**config.mk**
```make
export PLATFORM = sky130hd
export DESIGN_NAME = cpu8_alu_with_flags_top
export DESIGN_NICKNAME = d
export VERILOG_FILES = /design/src/rtl/core/c8alu_pkg.sv /design/src/rtl/core/c8alu_decode.sv /design/src/rtl/core/c8alu_exec.sv /design/src/rtl/core/c8alu_flags.sv /design/src/rtl/core/cpu8_alu_with_flags_top.sv
export VERILOG_INCLUDE_DIRS = /design/src /design/src/rtl/core
export SDC_FILE = /design/constraint.sdc
export NUM_CORES = 1
export LEC_CHECK = 0
export BUFFER_PORTS_ARGS = -buffer_cell sky130_fd_sc_hd__buf_4
export CAP_MARGIN = 10
export CELL_PAD_IN_SITES_DETAIL_PLACEMENT = 0
export CELL_PAD_IN_SITES_GLOBAL_PLACEMENT = 1
export CORE_MARGIN = 2
export CORE_UTILIZATION = 47
export CTS_CLUSTER_DIAMETER = 80
export DETAILED_ROUTE_END_ITERATION = 6
export PLACE_DENSITY = 0.77
export SLEW_MARGIN = 20
export SYNTH_ARGS = -nofsm -noshare
export SYNTH_HDL_FRONTEND = slang
export SYNTH_SLANG_ARGS = --single-unit
```
**constraint.sdc**
```tcl
create_clock -name i_clk -period 4.6 [get_ports i_clk]
set_clock_uncertainty 0.15 [all_clocks]
set_input_delay 1.15 -clock i_clk [delete_from_list [all_inputs] [get_ports i_clk]]
set_output_delay 1.15 -clock i_clk [all_outputs]
set_load 0.02 [all_outputs]
```
**src/rtl/core/assert_macros.svh**
```systemverilog
// Assertion macros used by the top level of the ALU block.
`ifndef ASSERT_MACROS_SVH
`define ASSERT_MACROS_SVH

// Check on every clock edge outside reset.
`define ASSERT_CLK(lbl, prop, msg) \
    lbl: assert property (@(posedge i_clk) disable iff (!i_rst_n) prop) \
        else $error(msg);

// Check on every clock edge, reset cycles included.
`define ASSERT_RST(lbl, prop, msg) \
    lbl: assert property (@(posedge i_clk) prop) else $error(msg);

`endif

```
**src/rtl/core/c8alu_pkg.sv**
```systemverilog
// Shared types and constants of the 8-bit ALU pipeline.
`timescale 1ns / 1ps

package c8alu_pkg;

    typedef enum logic [4:0] {
        ACT_ADD   = 5'd0,
        ACT_ADC   = 5'd1,
        ACT_SUB   = 5'd2,
        ACT_SBC   = 5'd3,
        ACT_AND   = 5'd4,
        ACT_XOR   = 5'd5,
        ACT_OR    = 5'd6,
        ACT_CP    = 5'd7,
        ACT_INC   = 5'd8,
        ACT_DEC   = 5'd9,
        ACT_DAA   = 5'd10,
        ACT_NEG   = 5'd11,
        ACT_RLC   = 5'd12,
        ACT_RRC   = 5'd13,
        ACT_RL    = 5'd14,
        ACT_RR    = 5'd15,
        ACT_SLA   = 5'd16,
        ACT_SRA   = 5'd17,
        ACT_SLL   = 5'd18,
        ACT_SRL   = 5'd19,
        ACT_ADD16 = 5'd20,
        ACT_ADC16 = 5'd21,
        ACT_SBC16 = 5'd22
    } t_action;

    // Operation class carried down the pipe; selects result and flag rules.
    typedef enum logic [3:0] {
        OP_NONE,
        OP_ARITH8,
        OP_CP,
        OP_INCDEC,
        OP_DAA,
        OP_LOGIC,
        OP_SHIFT,
        OP_ADD16,
        OP_ARITH16
    } t_op;

    typedef enum logic [1:0] {
        LG_AND,
        LG_XOR,
        LG_OR
    } t_logic;

    typedef enum logic [2:0] {
        SH_RLC = 3'd0,
        SH_RRC = 3'd1,
        SH_RL  = 3'd2,
        SH_RR  = 3'd3,
        SH_SLA = 3'd4,
        SH_SRA = 3'd5,
        SH_SLL = 3'd6,
        SH_SRL = 3'd7
    } t_shift;

    localparam logic [4:0] SHIFT_BASE   = 5'd12;
    localparam logic [7:0] DAA_HI_LIMIT = 8'h99;
    localparam logic [3:0] DAA_LO_LIMIT = 4'h9;
    localparam logic [7:0] DAA_ADJ_HI   = 8'h60;
    localparam logic [7:0] DAA_ADJ_LO   = 8'h06;

    // Decode stage to execute stage.
    typedef struct packed {
        t_op         op;
        t_logic      lsel;
        t_shift      skind;
        logic [15:0] x;
        logic [15:0] y;
        logic        cin;
        logic        sub;
        logic [7:0]  v8;
        logic [7:0]  fin;
        logic        daa_cy;
    } t_s1;

    // Execute stage to flag stage.
    typedef struct packed {
        t_op         op;
        logic        sub;
        logic [7:0]  v8;
        logic [7:0]  fin;
        logic        daa_cy;
        logic [15:0] res;
        logic [16:0] cv;
        logic        co;
        logic        lh;
    } t_s2;

endpackage

```
**src/rtl/core/c8alu_decode.sv**
```systemverilog
// Stage 1: decode the action and set up adder operands.
`timescale 1ns / 1ps

module c8alu_decode (
    input  logic             i_clk,
    input  logic             i_rst_n,
    input  logic             i_en,
    input  logic             i_valid,
    input  logic [4:0]       i_action,
    input  logic [15:0]      i_left_operand,
    input  logic [15:0]      i_right_operand,
    input  logic [7:0]       i_flags_in,
    output logic             o_valid,
    output c8alu_pkg::t_s1   o_s1
);
    import c8alu_pkg::*;

    logic        r_valid;
    t_s1         r_s1;
    t_s1         n_s1;
    logic [7:0]  a;
    logic [7:0]  v;
    logic        cin;
    logic        sb;
    logic        hf;
    logic        adj_hi;
    logic        adj_lo;
    logic [7:0]  adj;
    logic [4:0]  shift_off;

    assign a         = i_left_operand[7:0];
    assign v         = i_right_operand[7:0];
    assign cin       = i_flags_in[0];
    assign sb        = i_flags_in[1];
    assign hf        = i_flags_in[4];
    assign shift_off = i_action - SHIFT_BASE;

    // Decimal adjust: after a subtract only the stored carries pick the correction.
    assign adj_hi = cin | (!sb && (a > DAA_HI_LIMIT));
    assign adj_lo = hf | (!sb && (a[3:0] > DAA_LO_LIMIT));
    assign adj    = (adj_hi ? DAA_ADJ_HI : 8'h00) | (adj_lo ? DAA_ADJ_LO : 8'h00);

    always_comb begin
        n_s1        = '0;
        n_s1.op     = OP_NONE;
        n_s1.lsel   = LG_AND;
        n_s1.skind  = t_shift'(shift_off[2:0]);
        n_s1.v8     = v;
        n_s1.fin    = i_flags_in;
        n_s1.daa_cy = adj_hi;
        case (t_action'(i_action))
            ACT_ADD, ACT_ADC: begin
                n_s1.op  = OP_ARITH8;
                n_s1.x   = {8'h00, a};
                n_s1.y   = {8'h00, v};
                n_s1.cin = (t_action'(i_action) == ACT_ADC) ? cin : 1'b0;
            end
            ACT_SUB, ACT_SBC, ACT_CP: begin
                n_s1.op  = (t_action'(i_action) == ACT_CP) ? OP_CP : OP_ARITH8;
                n_s1.x   = {8'h00, a};
                n_s1.y   = {8'h00, ~v};
                n_s1.cin = (t_action'(i_action) == ACT_SBC) ? !cin : 1'b1;
                n_s1.sub = 1'b1;
            end
            ACT_AND: begin
                n_s1.op   = OP_LOGIC;
                n_s1.lsel = LG_AND;
                n_s1.x    = {8'h00, a};
                n_s1.y    = {8'h00, v};
            end
            ACT_XOR: begin
                n_s1.op   = OP_LOGIC;
                n_s1.lsel = LG_XOR;
                n_s1.x    = {8'h00, a};
                n_s1.y    = {8'h00, v};
            end
            ACT_OR: begin
                n_s1.op   = OP_LOGIC;
                n_s1.lsel = LG_OR;
                n_s1.x    = {8'h00, a};
                n_s1.y    = {8'h00, v};
            end
            ACT_INC: begin
                n_s1.op  = OP_INCDEC;
                n_s1.x   = {8'h00, v};
                n_s1.cin = 1'b1;
            end
            ACT_DEC: begin
                n_s1.op  = OP_INCDEC;
                n_s1.x   = {8'h00, v};
                n_s1.y   = 16'h00FF;
                n_s1.sub = 1'b1;
            end
            ACT_DAA: begin
                n_s1.op  = OP_DAA;
                n_s1.x   = {8'h00, a};
                n_s1.y   = sb ? {8'h00, ~adj} : {8'h00, adj};
                n_s1.cin = sb;
                n_s1.sub = sb;
            end
            ACT_NEG: begin
                n_s1.op  = OP_ARITH8;
                n_s1.y   = {8'h00, ~a};
                n_s1.cin = 1'b1;
                n_s1.sub = 1'b1;
            end
            ACT_RLC, ACT_RRC, ACT_RL, ACT_RR,
            ACT_SLA, ACT_SRA, ACT_SLL, ACT_SRL: begin
                n_s1.op = OP_SHIFT;
            end
            ACT_ADD16, ACT_ADC16: begin
                n_s1.op  = (t_action'(i_action) == ACT_ADD16) ? OP_ADD16 : OP_ARITH16;
                n_s1.x   = i_left_operand;
                n_s1.y   = i_right_operand;
                n_s1.cin = (t_action'(i_action) == ACT_ADC16) ? cin : 1'b0;
            end
            ACT_SBC16: begin
                n_s1.op  = OP_ARITH16;
                n_s1.x   = i_left_operand;
                n_s1.y   = ~i_right_operand;
                n_s1.cin = !cin;
                n_s1.sub = 1'b1;
            end
            default: begin
                n_s1.op = OP_NONE;
            end
        endcase
    end

    always_ff @(posedge i_clk) begin
        if (!i_rst_n) begin
            r_valid <= 1'b0;
        end else if (i_en) begin
            r_valid <= i_valid;
        end
    end

    always_ff @(posedge i_clk) begin
        if (i_en) begin
            r_s1 <= n_s1;
        end
    end

    assign o_valid = r_valid;
    assign o_s1    = r_s1;

endmodule

```
**src/rtl/core/c8alu_exec.sv**
```systemverilog
// Stage 2: shared 16-bit adder, logic unit and shifter.
`timescale 1ns / 1ps

module c8alu_exec (
    input  logic             i_clk,
    input  logic             i_rst_n,
    input  logic             i_en,
    input  logic             i_valid,
    input  c8alu_pkg::t_s1   i_s1,
    output logic             o_valid,
    output c8alu_pkg::t_s2   o_s2
);
    import c8alu_pkg::*;

    logic        r_valid;
    t_s2         r_s2;
    t_s2         n_s2;
    logic [16:0] sum;
    logic [7:0]  lres;
    logic [7:0]  sres;
    logic        sco;
    logic [7:0]  v;
    logic        cf;

    assign v  = i_s1.v8;
    assign cf = i_s1.fin[0];

    assign sum = {1'b0, i_s1.x} + {1'b0, i_s1.y} + {16'h0000, i_s1.cin};

    always_comb begin
        case (i_s1.lsel)
            LG_AND:  lres = i_s1.x[7:0] & i_s1.y[7:0];
            LG_XOR:  lres = i_s1.x[7:0] ^ i_s1.y[7:0];
            LG_OR:   lres = i_s1.x[7:0] | i_s1.y[7:0];
            default: lres = 8'h00;
        endcase
    end

    always_comb begin
        case (i_s1.skind)
            SH_RLC:  begin sco = v[7]; sres = {v[6:0], v[7]}; end
            SH_RRC:  begin sco = v[0]; sres = {v[0], v[7:1]}; end
            SH_RL:   begin sco = v[7]; sres = {v[6:0], cf}; end
            SH_RR:   begin sco = v[0]; sres = {cf, v[7:1]}; end
            SH_SLA:  begin sco = v[7]; sres = {v[6:0], 1'b0}; end
            SH_SRA:  begin sco = v[0]; sres = {v[7], v[7:1]}; end
            SH_SLL:  begin sco = v[7]; sres = {v[6:0], 1'b1}; end
            SH_SRL:  begin sco = v[0]; sres = {1'b0, v[7:1]}; end
            default: begin sco = 1'b0; sres = 8'h00; end
        endcase
    end

    always_comb begin
        n_s2        = '0;
        n_s2.op     = i_s1.op;
        n_s2.sub    = i_s1.sub;
        n_s2.v8     = i_s1.v8;
        n_s2.fin    = i_s1.fin;
        n_s2.daa_cy = i_s1.daa_cy;
        // Carry into each bit position of the sum.
        n_s2.cv     = sum ^ {1'b0, i_s1.x} ^ {1'b0, i_s1.y};
        n_s2.co     = sco;
        n_s2.lh     = (i_s1.lsel == LG_AND);
        case (i_s1.op)
            OP_LOGIC:              n_s2.res = {8'h00, lres};
            OP_SHIFT:              n_s2.res = {8'h00, sres};
            OP_ADD16, OP_ARITH16:  n_s2.res = sum[15:0];
            OP_NONE:               n_s2.res = 16'h0000;
            default:               n_s2.res = {8'h00, sum[7:0]};
        endcase
    end

    always_ff @(posedge i_clk) begin
        if (!i_rst_n) begin
            r_valid <= 1'b0;
        end else if (i_en) begin
            r_valid <= i_valid;
        end
    end

    always_ff @(posedge i_clk) begin
        if (i_en) begin
            r_s2 <= n_s2;
        end
    end

    assign o_valid = r_valid;
    assign o_s2    = r_s2;

endmodule

```
**src/rtl/core/c8alu_flags.sv**
```systemverilog
// Stage 3: flag byte assembly and the output register.
`timescale 1ns / 1ps

module c8alu_flags (
    input  logic             i_clk,
    input  logic             i_rst_n,
    input  logic             i_en,
    input  logic             i_valid,
    input  c8alu_pkg::t_s2   i_s2,
    output logic             o_valid,
    output logic [15:0]      o_result,
    output logic [7:0]       o_flags,
    output logic             o_write
);
    import c8alu_pkg::*;

    logic        r_valid;
    logic [15:0] r_result;
    logic [7:0]  r_flags;
    logic        r_write;
    logic [7:0]  n_flags;
    logic        n_write;
    logic [7:0]  r8;
    logic [7:0]  fin;
    logic        z8;
    logic        z16;
    logic        par;
    logic        h8;
    logic        c8;
    logic        ov8;
    logic        h16;
    logic        c16;
    logic        ov16;

    assign r8   = i_s2.res[7:0];
    assign fin  = i_s2.fin;
    assign z8   = (r8 == 8'h00);
    assign z16  = (i_s2.res == 16'h0000);
    assign par  = ~^r8;
    // On a subtract the adder carries are inverted borrows.
    assign h8   = i_s2.cv[4] ^ i_s2.sub;
    assign c8   = i_s2.cv[8] ^ i_s2.sub;
    assign ov8  = i_s2.cv[7] ^ i_s2.cv[8];
    assign h16  = i_s2.cv[12] ^ i_s2.sub;
    assign c16  = i_s2.cv[16] ^ i_s2.sub;
    assign ov16 = i_s2.cv[15] ^ i_s2.cv[16];

    always_comb begin
        n_write = 1'b1;
        case (i_s2.op)
            OP_ARITH8:  n_flags = {r8[7], z8, r8[5], h8, r8[3], ov8, i_s2.sub, c8};
            OP_CP: begin
                n_flags = {r8[7], z8, i_s2.v8[5], h8, i_s2.v8[3], ov8, 1'b1, c8};
                n_write = 1'b0;
            end
            OP_INCDEC:  n_flags = {r8[7], z8, r8[5], h8, r8[3], ov8, i_s2.sub, fin[0]};
            OP_DAA:     n_flags = {r8[7], z8, r8[5], h8, r8[3], par, fin[1], i_s2.daa_cy};
            OP_LOGIC:   n_flags = {r8[7], z8, r8[5], i_s2.lh, r8[3], par, 2'b00};
            OP_SHIFT:   n_flags = {fin[7:1], i_s2.co};
            OP_ADD16:   n_flags = {fin[7:5], h16, fin[3:2], 1'b0, c16};
            OP_ARITH16: n_flags = {i_s2.res[15], z16, fin[5], h16, fin[3], ov16,
                                   i_s2.sub, c16};
            default: begin
                n_flags = fin;
                n_write = 1'b0;
            end
        endcase
    end

    always_ff @(posedge i_clk) begin
        if (!i_rst_n) begin
            r_valid <= 1'b0;
        end else if (i_en) begin
            r_valid <= i_valid;
        end
    end

    always_ff @(posedge i_clk) begin
        if (i_en) begin
            r_result <= i_s2.res;
            r_flags  <= n_flags;
            r_write  <= n_write;
        end
    end

    assign o_valid  = r_valid;
    assign o_result = r_result;
    assign o_flags  = r_flags;
    assign o_write  = r_write;

endmodule

```
**src/rtl/core/cpu8_alu_with_flags_top.sv**
```systemverilog
// 8-bit CPU ALU with flag byte: three-stage pipeline (decode, execute, flags).
// Items pass the decode, execute (17-bit adder, the deepest path) and flag registers in turn.
// Throughput: one transfer per cycle while the output is not stalled.
// Each stage advances when the stage after it is empty or advancing, so bubbles collapse.
// Reset (i_rst_n low, synchronous) clears all stage valid bits; payload registers are not reset.
`timescale 1ns / 1ps
`include "assert_macros.svh"

module cpu8_alu_with_flags_top (
    input  logic        i_clk,
    input  logic        i_rst_n,
    input  logic        i_in_valid,
    output logic        o_in_ready,
    input  logic [4:0]  i_action,
    input  logic [15:0] i_left_operand,
    input  logic [15:0] i_right_operand,
    input  logic [7:0]  i_flags_in,
    output logic        o_out_valid,
    input  logic        i_out_ready,
    output logic [15:0] o_result,
    output logic [7:0]  o_flags_out,
    output logic        o_write_result
);
    import c8alu_pkg::*;

    logic s1_valid;
    logic s2_valid;
    t_s1  s1;
    t_s2  s2;
    logic en1;
    logic en2;
    logic en3;

    // Stage enables: the output stage loads when empty or when its result transfers;
    // every earlier stage loads when its successor is empty or loading.
    assign en3 = !o_out_valid || i_out_ready;
    assign en2 = !s2_valid || en3;
    assign en1 = !s1_valid || en2;

    // Take a new item whenever the decode register is free or about to move on.
    assign o_in_ready = en1;

    // Decode: classify the action, select and invert operands, form the DAA correction.
    c8alu_decode u_decode (
        .i_clk           (i_clk),
        .i_rst_n         (i_rst_n),
        .i_en            (en1),
        .i_valid         (i_in_valid),
        .i_action        (i_action),
        .i_left_operand  (i_left_operand),
        .i_right_operand (i_right_operand),
        .i_flags_in      (i_flags_in),
        .o_valid         (s1_valid),
        .o_s1            (s1)
    );

    // Execute: one 17-bit adder shared by all arithmetic, plus logic and shift units.
    c8alu_exec u_exec (
        .i_clk   (i_clk),
        .i_rst_n (i_rst_n),
        .i_en    (en2),
        .i_valid (s1_valid),
        .i_s1    (s1),
        .o_valid (s2_valid),
        .o_s2    (s2)
    );

    // Flags: zero, parity, half carry, overflow and carry into the flag byte;
    // hold the result in the output register until it transfers.
    c8alu_flags u_flags (
        .i_clk    (i_clk),
        .i_rst_n  (i_rst_n),
        .i_en     (en3),
        .i_valid  (s2_valid),
        .i_s2     (s2),
        .o_valid  (o_out_valid),
        .o_result (o_result),
        .o_flags  (o_flags_out),
        .o_write  (o_write_result)
    );

    `ASSERT_RST(a_rst_empties, !i_rst_n |=> !o_out_valid, "output valid after reset")
    `ASSERT_CLK(a_ready_flows, i_out_ready |-> o_in_ready, "input stalled with free output")
    `ASSERT_CLK(a_cp_no_write, s2_valid && s2.op == OP_CP && en3 |=> !o_write_result, "compare writes")
    `ASSERT_CLK(a_shift_keeps, s2_valid && s2.op == OP_SHIFT && en3 |=> o_flags_out[7:1] == $past(s2.fin[7:1]), "shift changed flags")
    `ASSERT_CLK(a_unused_zero, s2_valid && s2.op == OP_NONE && en3 |=> o_result == 16'h0000 && !o_write_result, "unused action output")

endmodule

```
Yosys cells after proc, flatten, opt, wreduce, memory -nomap -nowiden
Index checks and enable logic that the tools add are counted.
Storage, ports and cells
  bits in registers: 143
  bits of input ports: 49
  output and inout port bits: 27
  logic and storage cells: 144
Operators by class
  add/sub/neg operators: 3
  magnitude comparators: 2
  equality and inequality tests: 43
  muxes and demuxes: 20
  bitwise gates (word level): 18
  reductions and logical operators: 33
Operators by type and width (count)
  $pmux W8 S8: 2
  $pmux W16 S7: 1
  $pmux W16 S4: 1
  $pmux W16 S3: 1
  $eq A5 B4 Y1 const B: 8
  $eq A5 B5 Y1 const B: 7
  $xor A17 B16 Y17: 2
  $pmux W4 S8: 1
  $eq A4 B3 Y1 const B: 7
  $not A8 Y8: 3
  $pmux W8 S3: 1
  $eq A5 B3 Y1 const B: 4
  $add A16 B16 Y17: 1
  $add A17 B1 Y17: 1
  $logic_not A16 Y1: 1
  $not A16 Y16: 1
  $or A8 B8 Y8: 2
  $eq A3 B3 Y1 const B: 4
  $reduce_or A3 Y1: 4
  $eq A5 B2 Y1 const B: 2
  $reduce_or A2 Y1: 5
  $reduce_or A9 Y1: 1
  $and A8 B8 Y8: 1
  $eq A4 B2 Y1 const B: 2
  36 further kinds: 56

Longest topological paths before layout
  depth in word-level cells: 8
  mapped depth: 9
  depth with buffers taken out: 9

Cells and area by module
Synthesis repeated with hierarchy kept, for this count alone.
Unflattened totals
  cells, all modules: 623
  area total of the unflattened synthesis: 7547.2 um2
Modules (own cells, without submodules)
  c8alu_exec: times used 1, cells each 306, area each 3502.1 um2, sequential area each 1731.7 um2
  c8alu_decode: times used 1, cells each 200, area each 2670.1 um2, sequential area each 1821.7 um2
  c8alu_flags: times used 1, cells each 114, area each 1352.5 um2, sequential area each 770.7 um2
  cpu8_alu_with_flags_top: times used 1, cells each 3, area each 22.5 um2, sequential area each 0.0 um2

Least setup slack after synthesis
No wires, ideal clock.
  path type: input-to-output
  start point: in i_out_ready
  end point: out o_in_ready
  arrival: 2.927 ns
  data required time: 3.300 ns
  setup slack: 0.373 ns
  stages: 2
  path buffers: 0
  path through: nor2b_1 -> nand3_1
Between the ends
  word-level cells in the longest chain between the ends: 3
RTL lines
  start: declaration: line cpu8_alu_with_flags_top.sv:19  | input logic i_out_ready,
  $logic_or A1 B1 Y1: line cpu8_alu_with_flags_top.sv:36  | assign en3 = !o_out_valid || i_out_ready;
  $logic_or A1 B1 Y1: line cpu8_alu_with_flags_top.sv:37  | assign en2 = !s2_valid || en3;
  $logic_or A1 B1 Y1: line cpu8_alu_with_flags_top.sv:38  | assign en1 = !s1_valid || en2;
  end: declaration: line cpu8_alu_with_flags_top.sv:13  | output logic o_in_ready,
No other way between the ends.

Worst setup path in the final report
Same ends and word-level chain as after synthesis.

==> results.ini <==
[setup_path]
ff2ff_setup_slack_ns = 1.52
cp_max_fo = 5
r2r_end = u_exec.o_s2[14]
startpoint = i_out_ready
crit_end = o_in_ready
rr_worst_depth = 9
reg2reg_from = u_decode.o_s1[19]
cp-start-kind = input pin
cp-end-kind = primary output
required_ns = 3.30
cp_data_arrival_time_ns = 1.92
crit_type = input pin to primary output

[drt]
drt.antenna.violating_nets = 0
drt_wl_total_um = 14100
viasPerCell = 5.38
vias = 4663
firstDrtPassIters = 4
first_iter_violations = 324
drc_errors = 0
wl_per_cell_um = 16.2

[sta]
slew-limit-headroom_pct = 38.5
finalSetupTns_ns = 0
setup_ws_ns = 1.38
period_needed_ns = 3.22
worst_slew_pin_slew_ns = 0.922
fmax_mhz = 311
setup_viol = 0
drv_slew = 0
min_period_over_period_pct = 69.9
final-hold-violation-count = 0
rsz0062_at_grt = false

[placement]
port-buffer-count = 75
place_ws_ns = 1.37
dp.cells = 834
dpl.hpwl_um = 10500
gp_congestion = 0.862

[floorplanning]
fp.coreArea_um2 = 13900
start_util_pct = 48.4
ios = 76
rows = 43
die_x_um = 124
die-area_um2 = 15300
die-height_um = 124

[synthesis]
syn_inst = 596
ys_ff_latch = 128
ys_warn_count = 0
synth_cell_types = 62
synth_top_cell_area_share_pct = 55.7
synth_top_area_cell = edfxtp_1
syn_area_um2 = 6740
ys_async_sr_fraction_pct = 0
synth_flop_cell = edfxtp_1
syn_avg_cell_area_um2 = 11.3
seq_area_frac_synth_pct = 56.6
synth_edf_count = 125
synth_top_cells_by_count = edfxtp_1 (125), nand2_1 (60), o21ai_0 (49), inv_1 (42), nor2_1 (42)
synth_area_leaders = edfxtp_1 (56%), ha_1 (5.2%), o21ai_0 (3.6%)
syn_nets = 675
synthMostInstantiatedCell = edfxtp_1

[pwr]
p_leak_uw = 0.00327
ir_drop_mv = 0.261
power.density_nw_per_um2 = 396

[final_layout]
drive_above_1_share_pct = 16.8
finalNonFillerCells = 866
diodes = 0
final-seq-area_um2 = 3810
nets = 752
num-fill-cells = 1174
syn2layout_area_growth_pct = 18.8
multiInputGateArea_um2 = 2700

[global_route]
grt_pass1_vias = 4529
grt_usage_pct = 19.8
overflow = 0
antenna_found_initial = 0
grt_start_max_net_pins = 62
grt_pass1_wl_um = 22700

[clock_tree]
clk_latency_ns = 0.41
cts_num_sinks = 128
path_clk_slew_ns = 0.05
holdBufCountCts = 0
htreeDepth = 4
cts_buffers = 17
post_cts_resized = 0
cts_tree = built
clockBufferDepth = 2
post_cts_buffers = 0
cts_root_buffer = clkbuf_16

[run_status]
outcome = finished, final reports clean

[hold_path]
hold_class = register to register
hp-start = u_decode.o_s1[7]

[flow_run]
maxCapViolations = 0

==> report_power, final <==
group | total [uW] | internal [uW] | leakage (uW) | switching, uW
combinational | 496 | 228 | 0.00158 | 268
sequential | 1490 | 1410 | 0.00145 | 78.3
clock | 1190 | 735 | 0.000248 | 451
total | 3170 | 2380 | 0.00327 | 797
==> layout by cell type (no fill, tap or decap), types with 9 or more instances in the layout <==
master     instances
o21ai_0           49
and2_1             9
buf_4             77
nand2_1           60
o221ai_1           9
clkbuf_16         17
a22o_1             9
a21oi_1           37
nor2b_1           17
xor2_1            14
edfxtp_1         125
nor3_1             9
inv_1             42
xnor2_1           10
mux2i_1           11
nor2_1            42
ha_1              28
==> state kept, by name, indices dropped and copies added (netlist names) <==
signal and cells:
u_flags.o_flags 8, u_exec.o_valid 1, u_exec.o_s2 40, u_flags.o_valid 1, u_decode.o_valid 1, u_decode.o_s1 60, u_flags.o_result 16, u_flags.o_write 1
==> metrics by stage <==
step | utilization (%) | cell area, um2 | hold slack [ns] | power [uW]
after floorplan | - | 6740 | 0.250 | 1820
after global routing | 57.5 | 8010 | 0.282 | 3320
after global placement | 53.6 | 7470 | 0.256 | 2000
final | 57.5 | 8010 | 0.274 | 3170
after detailed placement | 53.6 | 7470 | 0.256 | 2010
after CTS | 57.5 | 8010 | 0.280 | 3200
==> worst min path at each step <==
stage	end	slack, ns	cells after the start
after global routing	u_exec.o_s2[42]	0.28	0
final	u_exec.o_s2[42]	0.27	0
after detailed placement	u_exec.o_s2[38]	0.26	0
after CTS	u_exec.o_s2[42]	0.28	0
after global placement	u_exec.o_s2[35]	0.26	0
after floorplan	u_exec.o_s2[35]	0.25	0
==> layer usage <==
metal	GRT usage, %	wire length, um	vias to the layer above
li1	-	-	2379
met1	27.1	6740	2167
met2	30.6	6510	105
met3	4.99	613	12
met4	7.32	201	0
met5	0	0	-
==> worst max-delay path, stage by stage <==
cell and delay [ns]:
buf_4 0.11, nor2b_1 0.28, nand3_2 0.18, buf_4 0.20
==> logic make-up after synthesis <==
family,Yosys count,synth area share [%]
multiplexers,12,1.80
buffers and inverters,61,3.42
adder cells (fa/ha/maj),30,5.79
AO/OA/AOI/OAI,168,16.7
flip-flops,128,56.6
AND/OR/NAND/NOR,172,12.2
XOR/XNOR,25,3.45
==> final cells by class <==
cell class / count / share of cell area [%]
tap: 180 / 2.81
timing repair buffer: 77 / 7.22
clock buffer: 21 / 5.50
multi-input combinational: 407 / 33.7
sequential: 128 / 47.6
inverter: 42 / 1.97
clock inverter: 11 / 1.14
No activity file was read; power rests on OpenSTA's default activity.
